`config.mk`:
```
export PLATFORM = sky130hd
export DESIGN_NAME = esp3_packet_deframer_unit_flat
export DESIGN_NICKNAME = d
export VERILOG_FILES = /design/src/sv/esp3pd_pkg.sv /design/src/sv/esp3pd_rx_if.sv /design/src/sv/esp3pd_res_if.sv /design/src/sv/esp3_packet_deframer_unit.sv /design/src/sv/esp3pd_parser.sv /design/src/sv/esp3pd_result.sv /design/src/flat_wrapper.sv
export SDC_FILE = /design/constraint.sdc
export NUM_CORES = 1
export LEC_CHECK = 0
export BUFFER_PORTS_ARGS = -buffer_cell sky130_fd_sc_hd__buf_2
export CAP_MARGIN = 0
export CORE_ASPECT_RATIO = 1.4
export CORE_MARGIN = 8
export CORE_UTILIZATION = 40
export DETAILED_ROUTE_END_ITERATION = 7
export PLACE_DENSITY = 0.67
export SYNTH_ARGS = -nofsm -noshare
export SYNTH_HDL_FRONTEND = slang
export SYNTH_HIERARCHICAL = 1
export SYNTH_SLANG_ARGS = --single-unit
```
`constraint.sdc`:
```
create_clock -name clk -period 23.3 [get_ports clk]
set_input_delay 1.165 -clock clk [delete_from_list [all_inputs] [get_ports clk]]
set_output_delay 1.165 -clock clk [all_outputs]
set_load 0.01 [all_outputs]
```
`src/sv/esp3pd_pkg.sv`:
```
// ----------------------------------------------------------------------------
// esp3pd_pkg
// Types, constants and the CRC8 step shared by the serial packet deframer.
// ----------------------------------------------------------------------------
package esp3pd_pkg;

	localparam int HDR_LEN   = 4;
	localparam int FRONT_LEN = 10;
	localparam int TAIL_LEN  = 7;

	localparam logic [7:0] SYNC_BYTE     = 8'h55;
	localparam logic [7:0] CRC_POLY      = 8'h07;
	localparam logic [7:0] TYPE_RADIO    = 8'h01;
	localparam logic [7:0] TYPE_RESPONSE = 8'h02;
	localparam logic [7:0] RET_CODE_OK   = 8'h00;
	localparam logic [7:0] ORG_RPS       = 8'hF6;
	localparam logic [7:0] ORG_1BS       = 8'hD5;
	localparam logic [7:0] ORG_4BS       = 8'hA5;

	localparam logic [1:0] RES_NEW     = 2'd0;
	localparam logic [1:0] RES_INVALID = 2'd1;
	localparam logic [1:0] RES_BAD_CRC = 2'd2;

	typedef enum logic [2:0] {
		PH_HUNT,
		PH_HEADER,
		PH_HCRC,
		PH_DATA,
		PH_DCRC
	} phase_t;

	// End-of-packet event from the parser to the result stage
	typedef struct packed {
		logic                          fire;
		logic                          reject;
		logic [1:0]                    rej_code;
		logic [7:0]                    pkt_type;
		logic [FRONT_LEN-1:0][7:0]     front;
		logic [TAIL_LEN-2:0][7:0]      tail;
	} fin_t;

	// CRC8, poly 0x07, MSB first, no reflection
	function automatic logic [7:0] crc8_next(input logic [7:0] crc, input logic [7:0] b);
		logic [7:0] v;
		v = crc ^ b;
		for (int k = 0; k < 8; k++) begin
			v = v[7] ? ((v << 1) ^ CRC_POLY) : (v << 1);
		end
		return v;
	endfunction

endpackage

```
`src/sv/esp3pd_rx_if.sv`:
```
// ----------------------------------------------------------------------------
// esp3pd_rx_if
// Serial byte channel into the deframer.
// ----------------------------------------------------------------------------
interface esp3pd_rx_if;
	logic       valid;
	logic       ready;
	logic [7:0] rx_byte;

	modport source (output valid, output rx_byte, input ready);
	modport sink (input valid, input rx_byte, output ready);
endinterface

```
`src/sv/esp3pd_res_if.sv`:
```
// ----------------------------------------------------------------------------
// esp3pd_res_if
// Decoded telegram channel out of the deframer.
// ----------------------------------------------------------------------------
interface esp3pd_res_if;
	logic        valid;
	logic        ready;
	logic [1:0]  result_code;
	logic [7:0]  packet_kind;
	logic [7:0]  radio_org;
	logic [31:0] payload_word;
	logic [31:0] sender_id;
	logic [7:0]  sender_status;
	logic [7:0]  subtelegram_count;
	logic [31:0] destination_id;
	logic [7:0]  signal_dbm;
	logic [47:0] response_bytes;

	modport source (output valid, output result_code, output packet_kind, output radio_org,
		output payload_word, output sender_id, output sender_status,
		output subtelegram_count, output destination_id, output signal_dbm,
		output response_bytes, input ready);
	modport sink (input valid, input result_code, input packet_kind, input radio_org,
		input payload_word, input sender_id, input sender_status,
		input subtelegram_count, input destination_id, input signal_dbm,
		input response_bytes, output ready);
endinterface

```
`src/sv/esp3_packet_deframer_unit.sv`:
```
// Output: a result word is registered and appears in the cycle after the data
// CRC byte (or the rejecting header CRC byte) is accepted.
// Throughput: one byte per cycle unless a held word waits on a stalled sink;
// parser state and CRC8 update per byte, and a taken word frees the output.
// Reset: arst_n returns the block to sync hunt and empties the output register.
// ----------------------------------------------------------------------------
// esp3_packet_deframer_unit
// Serial packet deframer with header and data CRC8 checks and telegram decode.
// ----------------------------------------------------------------------------
module esp3_packet_deframer_unit (
	input logic          clk,
	input logic          arst_n,
	esp3pd_rx_if.sink    din,
	esp3pd_res_if.source dout
);

	esp3pd_pkg::fin_t fin;
	logic             busy;
	logic             take;

	assign din.ready = !busy;
	assign take      = din.valid && !busy;

	esp3pd_parser u_parser (
		.clk     (clk),
		.arst_n  (arst_n),
		.take    (take),
		.rx_byte (din.rx_byte),
		.fin     (fin)
	);

	esp3pd_result u_result (
		.clk    (clk),
		.arst_n (arst_n),
		.fin    (fin),
		.busy   (busy),
		.dout   (dout)
	);

	a_code_range: assert property (@(posedge clk) disable iff (!arst_n)
		dout.valid |-> dout.result_code != 2'd3)
		else $error("result code out of range");

	a_reject_clean: assert property (@(posedge clk) disable iff (!arst_n)
		dout.valid && dout.result_code != esp3pd_pkg::RES_NEW |->
			dout.sender_id == 32'h0 && dout.response_bytes == 48'h0 &&
			dout.radio_org == 8'h0)
		else $error("rejected word carries decoded fields");

	a_ready_when_empty: assert property (@(posedge clk) disable iff (!arst_n)
		!dout.valid |-> din.ready)
		else $error("input stalled with empty output register");

	a_result_after_take: assert property (@(posedge clk) disable iff (!arst_n)
		dout.valid && !$past(dout.valid) |-> $past(din.valid && din.ready))
		else $error("result word without an accepted byte");

endmodule

```
`src/sv/esp3pd_parser.sv`:
```
// ----------------------------------------------------------------------------
// esp3pd_parser
// Sync hunt, header and data capture, running CRC8 and packet end detection.
// ----------------------------------------------------------------------------
module esp3pd_parser (
	input  logic              clk,
	input  logic              arst_n,
	input  logic              take,
	input  logic [7:0]        rx_byte,
	output esp3pd_pkg::fin_t  fin
);

	esp3pd_pkg::phase_t phase_q, phase_d;
	logic [16:0] pos_q, pos_d;
	logic [16:0] len_q, len_d;
	logic [7:0]  crc_q, crc_d;
	logic [esp3pd_pkg::HDR_LEN-1:0][7:0]   hdr_q, hdr_d;
	logic [esp3pd_pkg::FRONT_LEN-1:0][7:0] front_q, front_d;
	logic [esp3pd_pkg::TAIL_LEN-1:0][7:0]  tail_q, tail_d;
	logic [7:0]  crc_upd;
	logic [16:0] pos_inc;

	assign crc_upd = esp3pd_pkg::crc8_next(crc_q, rx_byte);
	assign pos_inc = pos_q + 17'd1;

	always_comb begin
		phase_d = phase_q;
		pos_d   = pos_q;
		len_d   = len_q;
		crc_d   = crc_q;
		hdr_d   = hdr_q;
		front_d = front_q;
		tail_d  = tail_q;
		fin     = '0;
		fin.pkt_type = hdr_q[3];
		fin.front    = front_q;
		fin.tail     = tail_q[esp3pd_pkg::TAIL_LEN-2:0];
		if (take) begin
			case (phase_q)
				esp3pd_pkg::PH_HUNT: begin
					if (rx_byte == esp3pd_pkg::SYNC_BYTE) begin
						pos_d   = '0;
						len_d   = '0;
						crc_d   = '0;
						hdr_d   = '0;
						front_d = '0;
						tail_d  = '0;
						phase_d = esp3pd_pkg::PH_HEADER;
					end
				end
				esp3pd_pkg::PH_HEADER: begin
					hdr_d[pos_q[1:0]] = rx_byte;
					crc_d = crc_upd;
					pos_d = pos_inc;
					if (pos_inc >= 17'(esp3pd_pkg::HDR_LEN))
						phase_d = esp3pd_pkg::PH_HCRC;
				end
				esp3pd_pkg::PH_HCRC: begin
					if (hdr_q[0] == 8'h00 && hdr_q[1] == 8'h00 && hdr_q[2] == 8'h00) begin
						fin.fire     = 1'b1;
						fin.reject   = 1'b1;
						fin.rej_code = esp3pd_pkg::RES_INVALID;
						phase_d      = esp3pd_pkg::PH_HUNT;
					end else if (crc_q != rx_byte) begin
						fin.fire     = 1'b1;
						fin.reject   = 1'b1;
						fin.rej_code = esp3pd_pkg::RES_BAD_CRC;
						phase_d      = esp3pd_pkg::PH_HUNT;
					end else begin
						len_d   = {1'b0, hdr_q[0], 8'h00} + 17'(hdr_q[1]) + 17'(hdr_q[2]);
						pos_d   = '0;
						crc_d   = '0;
						phase_d = esp3pd_pkg::PH_DATA;
					end
				end
				esp3pd_pkg::PH_DATA: begin
					for (int i = 0; i < esp3pd_pkg::FRONT_LEN; i++) begin
						if (pos_q == 17'(i))
							front_d[i] = rx_byte;
					end
					tail_d = {rx_byte, tail_q[esp3pd_pkg::TAIL_LEN-1:1]};
					crc_d  = crc_upd;
					pos_d  = pos_inc;
					if (pos_inc >= len_q)
						phase_d = esp3pd_pkg::PH_DCRC;
				end
				esp3pd_pkg::PH_DCRC: begin
					fin.fire = 1'b1;
					if (crc_q != rx_byte) begin
						fin.reject   = 1'b1;
						fin.rej_code = esp3pd_pkg::RES_BAD_CRC;
					end
					phase_d = esp3pd_pkg::PH_HUNT;
				end
				default: phase_d = esp3pd_pkg::PH_HUNT;
			endcase
		end
	end

	always_ff @(posedge clk or negedge arst_n) begin
		if (!arst_n) begin
			phase_q <= esp3pd_pkg::PH_HUNT;
			pos_q   <= '0;
			len_q   <= '0;
			crc_q   <= '0;
		end else begin
			phase_q <= phase_d;
			pos_q   <= pos_d;
			len_q   <= len_d;
			crc_q   <= crc_d;
		end
	end

	always_ff @(posedge clk) begin
		hdr_q   <= hdr_d;
		front_q <= front_d;
		tail_q  <= tail_d;
	end

endmodule

```
`src/sv/esp3pd_result.sv`:
```
// ----------------------------------------------------------------------------
// esp3pd_result
// Field decode of a finished packet and the output register.
// ----------------------------------------------------------------------------
module esp3pd_result (
	input  logic             clk,
	input  logic             arst_n,
	input  esp3pd_pkg::fin_t fin,
	output logic             busy,
	esp3pd_res_if.source     dout
);

	logic        valid_q;
	logic [1:0]  code_d;
	logic [7:0]  org_d, status_d, sub_d, dbm_d;
	logic [31:0] pay_d, sid_d, dst_d;
	logic [47:0] resp_d;
	logic [1:0]  code_q;
	logic [7:0]  kind_q, org_q, status_q, sub_q, dbm_q;
	logic [31:0] pay_q, sid_q, dst_q;
	logic [47:0] resp_q;

	always_comb begin
		code_d   = esp3pd_pkg::RES_NEW;
		org_d    = '0;
		pay_d    = '0;
		sid_d    = '0;
		status_d = '0;
		sub_d    = '0;
		dst_d    = '0;
		dbm_d    = '0;
		resp_d   = '0;
		if (fin.reject) begin
			code_d = fin.rej_code;
		end else if (fin.pkt_type == esp3pd_pkg::TYPE_RESPONSE &&
			fin.front[0] != esp3pd_pkg::RET_CODE_OK) begin
			code_d = esp3pd_pkg::RES_INVALID;
		end else begin
			org_d = fin.front[0];
			if (fin.pkt_type == esp3pd_pkg::TYPE_RADIO) begin
				sub_d = fin.tail[0];
				dst_d = {fin.tail[4], fin.tail[3], fin.tail[2], fin.tail[1]};
				dbm_d = fin.tail[5];
				if (fin.front[0] == esp3pd_pkg::ORG_RPS || fin.front[0] == esp3pd_pkg::ORG_1BS) begin
					pay_d    = {24'h0, fin.front[1]};
					sid_d    = {fin.front[5], fin.front[4], fin.front[3], fin.front[2]};
					status_d = fin.front[6];
				end else if (fin.front[0] == esp3pd_pkg::ORG_4BS) begin
					pay_d    = {fin.front[1], fin.front[2], fin.front[3], fin.front[4]};
					sid_d    = {fin.front[8], fin.front[7], fin.front[6], fin.front[5]};
					status_d = fin.front[9];
				end
			end else if (fin.pkt_type == esp3pd_pkg::TYPE_RESPONSE) begin
				resp_d = {fin.front[5], fin.front[4], fin.front[3],
					fin.front[2], fin.front[1], fin.front[0]};
			end
		end
	end

	always_ff @(posedge clk or negedge arst_n) begin
		if (!arst_n) begin
			valid_q <= 1'b0;
		end else if (fin.fire) begin
			valid_q <= 1'b1;
		end else if (dout.ready) begin
			valid_q <= 1'b0;
		end
	end

	always_ff @(posedge clk) begin
		if (fin.fire) begin
			code_q   <= code_d;
			kind_q   <= fin.pkt_type;
			org_q    <= org_d;
			pay_q    <= pay_d;
			sid_q    <= sid_d;
			status_q <= status_d;
			sub_q    <= sub_d;
			dst_q    <= dst_d;
			dbm_q    <= dbm_d;
			resp_q   <= resp_d;
		end
	end

	// a held word blocks new input only while the sink stalls
	assign busy = valid_q && !dout.ready;

	assign dout.valid             = valid_q;
	assign dout.result_code       = code_q;
	assign dout.packet_kind       = kind_q;
	assign dout.radio_org         = org_q;
	assign dout.payload_word      = pay_q;
	assign dout.sender_id         = sid_q;
	assign dout.sender_status     = status_q;
	assign dout.subtelegram_count = sub_q;
	assign dout.destination_id    = dst_q;
	assign dout.signal_dbm        = dbm_q;
	assign dout.response_bytes    = resp_q;

endmodule

```
`src/flat_wrapper.sv`:
```
// flat-port wrapper written by rule: the top's interface ports become plain ports
module esp3_packet_deframer_unit_flat 
  (clk, arst_n, din_valid, din_rx_byte, din_ready, dout_valid, dout_result_code, dout_packet_kind, dout_radio_org, dout_payload_word, dout_sender_id, dout_sender_status, dout_subtelegram_count, dout_destination_id, dout_signal_dbm, dout_response_bytes, dout_ready);
  esp3pd_rx_if din_i ();
  esp3pd_res_if dout_i ();
  input logic clk;
  input logic arst_n;
  input wire logic [$bits(din_i.valid)-1:0] din_valid;
  input wire logic [$bits(din_i.rx_byte)-1:0] din_rx_byte;
  output wire logic [$bits(din_i.ready)-1:0] din_ready;
  output wire logic [$bits(dout_i.valid)-1:0] dout_valid;
  output wire logic [$bits(dout_i.result_code)-1:0] dout_result_code;
  output wire logic [$bits(dout_i.packet_kind)-1:0] dout_packet_kind;
  output wire logic [$bits(dout_i.radio_org)-1:0] dout_radio_org;
  output wire logic [$bits(dout_i.payload_word)-1:0] dout_payload_word;
  output wire logic [$bits(dout_i.sender_id)-1:0] dout_sender_id;
  output wire logic [$bits(dout_i.sender_status)-1:0] dout_sender_status;
  output wire logic [$bits(dout_i.subtelegram_count)-1:0] dout_subtelegram_count;
  output wire logic [$bits(dout_i.destination_id)-1:0] dout_destination_id;
  output wire logic [$bits(dout_i.signal_dbm)-1:0] dout_signal_dbm;
  output wire logic [$bits(dout_i.response_bytes)-1:0] dout_response_bytes;
  input wire logic [$bits(dout_i.ready)-1:0] dout_ready;
  assign din_i.valid = din_valid;
  assign din_i.rx_byte = din_rx_byte;
  assign din_ready = din_i.ready;
  assign dout_valid = dout_i.valid;
  assign dout_result_code = dout_i.result_code;
  assign dout_packet_kind = dout_i.packet_kind;
  assign dout_radio_org = dout_i.radio_org;
  assign dout_payload_word = dout_i.payload_word;
  assign dout_sender_id = dout_i.sender_id;
  assign dout_sender_status = dout_i.sender_status;
  assign dout_subtelegram_count = dout_i.subtelegram_count;
  assign dout_destination_id = dout_i.destination_id;
  assign dout_signal_dbm = dout_i.signal_dbm;
  assign dout_response_bytes = dout_i.response_bytes;
  assign dout_i.ready = dout_ready;
  esp3_packet_deframer_unit u_core (.clk(clk), .arst_n(arst_n), .din(din_i), .dout(dout_i));
endmodule
```
==> impl_metrics.csv <==
group,metric,value,unit
run_status,status,"finished, final reports clean",
clocking,cts_sinks,400,
floorplanning,ios,200,
detailed_routing,first_pass_iters,6,
placed_design,pre_cts_ws,17570,ps
timing,setup_ws,18120,ps
timing,finClkSkew,33.5,ps
global_routing,grt_max_degree,90,
yosys,ys_ff_latch,400,
floorplanning,die_area,0.0528,sq mm
setup_path,critPathKind,"primary input to flip-flop",
global_routing,grt_pass1_wl,65100,microns
setup_path,worstSetupEndpointType,"flip-flop",
placed_design,post-dp-hpwl,29000,microns
setup_path,startpoint_type,"primary input",
placed_design,port_buffers,199,
clocking,cts_tree,"built",
clocking,worstSkewPairLatency,540,ps
global_routing,global_route.peak_usage_layer,"met2",
global_routing,grt_usage,0.156,
global_routing,grtUsageMet3,0.0305,
floorplanning,rows,92,
layout,diodes,0,
timing,slew_headroom,0.249,
min_path,hold_class,"flip-flop to flip-flop",
timing,setup_violations,0,
timing,finalWorstPathRequiredPeriod,5180,ps
clocking,cts_resized,0,
yosys,synth-main-ff-cell,"edfxtp_1",
layout,fillCellCount,3988,
timing,setup_tns,0,ps
detailed_routing,vias_per_cell,5.27,
global_routing,grtUsageMet1,0.182,
flow_run,cap_violations,0,
yosys,yosysSeqAreaShare,0.646,
yosys,synthDistinctLibCells,71,
detailed_routing,postRouteAntennaNets,0,
clocking,ctsHoldBuffers,0,
clocking,cts_made_buffers,37,
layout,area_growth,12.7,%
detailed_routing,routed_wirelength,42200,microns
layout,final_cell_mix,"edfxtp_1 (354), buf_2 (199), and2_1 (107), nand2_1 (72), nand3_1 (69)",
clocking,clkSlewWorstSetupHoldPaths,60,ps
timing,timing.fmax,0.193,GHz
timing,fin_crit_sh,0.222,
pwr,finalPower,2300,uW
timing,drv_slew,0,
floorplanning,die_w,196,microns
setup_path,cp_data_arrival_time,5320,ps
global_routing,grt_pass1_vias,11216,
clocking,htreeDepth,2,
yosys,synth_area,0.0182,sq mm
yosys,synth_edf_count,354,
layout,fin_nets,1520,
pwr,max-vdd-ir-drop,56.6,uV
layout,drive_above_1_share,0.230,
yosys,yosys_warnings,6,
global_routing,overflow,0,
timing,rsz0062_at_grt,"no",
timing,hold_viol,0,
pwr,p_leak,0.00735,uW
floorplanning,start_util,0.405,
placed_design,gp_congestion,0.849,
detailed_routing,dr_total_vias,11150,
detailed_routing,drc_errors,0,
floorplanning,die_y,269,microns
clocking,post-cts-setup-buffers,0,
detailed_routing,drt_iter0_markers,736,
clocking,cts-root-buf,"clkbuf_16",
setup_path,required,23440,ps
layout,layout_commonest_cell,"edfxtp_1",
yosys,syn_avg_cell_area,13.4,sq um
setup_path,cp_max_fo,89,
floorplanning,core-area,0.0450,sq mm
yosys,synthCells,1365,
timing,worstMarginPinSlew,1130,ps
clocking,clockBufferDepth,3,
yosys,async_flop_share,0.115,
global_routing,met2_usage,0.272,
pwr,power_density,112,mW/mm^2
global_routing,antenna_found_initial,0,
detailed_routing,wire_per_inst,20.0,microns
## report_power, final
part | switching [uW] | internal [uW]
sequential | 104 | 1010
combinational | 395 | 193
clock | 255 | 343
## cells by family (layout without fill, tap and decap cells)
family | count (synthesis) | count (layout) | share of synthesized area
AOI/OAI and AO/OA | 207 | 207 | 0.0771
xor gates and xnor gates | 44 | 44 | 0.0215
adders and majority gates | 31 | 31 | 0.0217
buffers and inverters | 180 | 311 | 0.0534
DFF | 400 | 400 | 0.646
muxes | 36 | 36 | 0.0200
other | 1 | 8 | 0.000206
and+or+nand+nor | 466 | 466 | 0.160
## per-layer routing
metal	vias up	wire length [microns]
li1	5221	-
met1	5432	16600
met2	401	21100
met3	96	2690
met4	0	1890
met5	-	0
## cell type report
cell class	count	area [sq um]	area share
clock buffer	45	1010	0.0490
clock inverter	20	191	0.00932
sequential	400	11800	0.574
multi-input combinational	792	5570	0.271
inverter	31	116	0.00566
tap	611	764	0.0372
timing repair buffer	215	1120	0.0543
## critical path, cell delays in order
cell and delay [ps]:
buf_2 160, xor2_1 300, inv_1 80, ha_1 190, and3_1 150, and3_1 170
o21ai_1 140, nand2_1 180, a21oi_4 790, buf_4 890, buf_4 930
## synth_stat cells, drive strengths merged (4+ instances only)
cell / number / share of area
edfxtp: 354 / 0.58
and2: 107 / 0.037
buf: 90 / 0.035
nand2: 72 / 0.015
nand3: 71 / 0.020
a21oi: 68 / 0.019
nor2: 61 / 0.013
clkbuf: 59 / 0.012
nor3b: 54 / 0.033
o2111ai: 49 / 0.024
dfrtp: 46 / 0.063
mux2i: 33 / 0.018
o21ai: 32 / 0.0088
and3: 31 / 0.011
inv: 31 / 0.0064
xnor2: 31 / 0.015
ha: 30 / 0.021
o31ai: 18 / 0.0074
nor4: 13 / 0.0078
xor2: 13 / 0.0062
nor3: 12 / 0.0039
a22o: 10 / 0.0048
nand4: 7 / 0.0036
nor2b: 6 / 0.0021
a211oi: 5 / 0.0023
nand3b: 5 / 0.0021
or2: 5 / 0.0017
a21o: 4 / 0.0016
a31oi: 4 / 0.0022
and4: 4 / 0.0021
o211ai: 4 / 0.0016
or3: 4 / 0.0015
## final timing paths
path | startpoint | cells after the start | slack [ps] | to
worst max register to register | u_core/u_parser/crc_q[5]$_DFFE_PN0P_ | 10 | 18550 | u_core/u_result/dout.radio_org[2]$_SDFFCE_PP0P_
worst max-delay path | din_rx_byte[5] | 11 | 18120 | u_core/u_result/dout.radio_org[2]$_SDFFCE_PP0P_
max in group asynchronous | arst_n | 1 | 21730 | u_core/u_parser/pos_q[11]$_DFFE_PN0P_
min in group asynchronous | arst_n | 1 | 850 | u_core/u_parser/crc_q[3]$_DFFE_PN0P_
worst min register to register | u_core/u_parser/len_q[7]$_DFFE_PN0P_ | 2 | 480 | u_core/u_parser/len_q[7]$_DFFE_PN0P_
worst min-delay path | u_core/u_parser/len_q[7]$_DFFE_PN0P_ | 2 | 480 | u_core/u_parser/len_q[7]$_DFFE_PN0P_
## sequential cells by signal, indices dropped and copies added (netlist names)
name	count
u_core/u_parser/phase_q	3
u_core/u_result/dout.subtelegram_count	8
u_core/u_result/dout.response_bytes	48
u_core/u_parser/crc_q	8
u_core/u_result/dout.signal_dbm	8
u_core/u_result/dout.valid	1
u_core/u_parser/hdr_q	24
u_core/u_result/dout.packet_kind	8
u_core/u_result/dout.payload_word	32
u_core/u_parser/len_q	17
u_core/u_result/dout.sender_id	32
u_core/u_result/dout.result_code	2
u_core/u_parser/tail_q	8
u_core/u_result/dout.radio_org	8
u_core/u_parser/pos_q	17
u_core/u_result/dout.sender_status	8
u_core/u_result/dout.destination_id	32
u_core/u_parser/fin	136
## stage by stage
step / cell area, sq um / std cells / hold WS (ps) / utilization
2_1_floorplan: 18300 / 1372 / 443 / -
3_3_place_gp: 19300 / 2049 / 467 / 0.430
3_5_place_dp: 19300 / 2049 / 470 / 0.430
4_1_cts: 20500 / 2114 / 484 / 0.456
5_1_grt: 20500 / 2114 / 501 / 0.456
6_report: 20500 / 2114 / 479 / 0.456
Note: power is estimated with default switching activity, not from simulation.
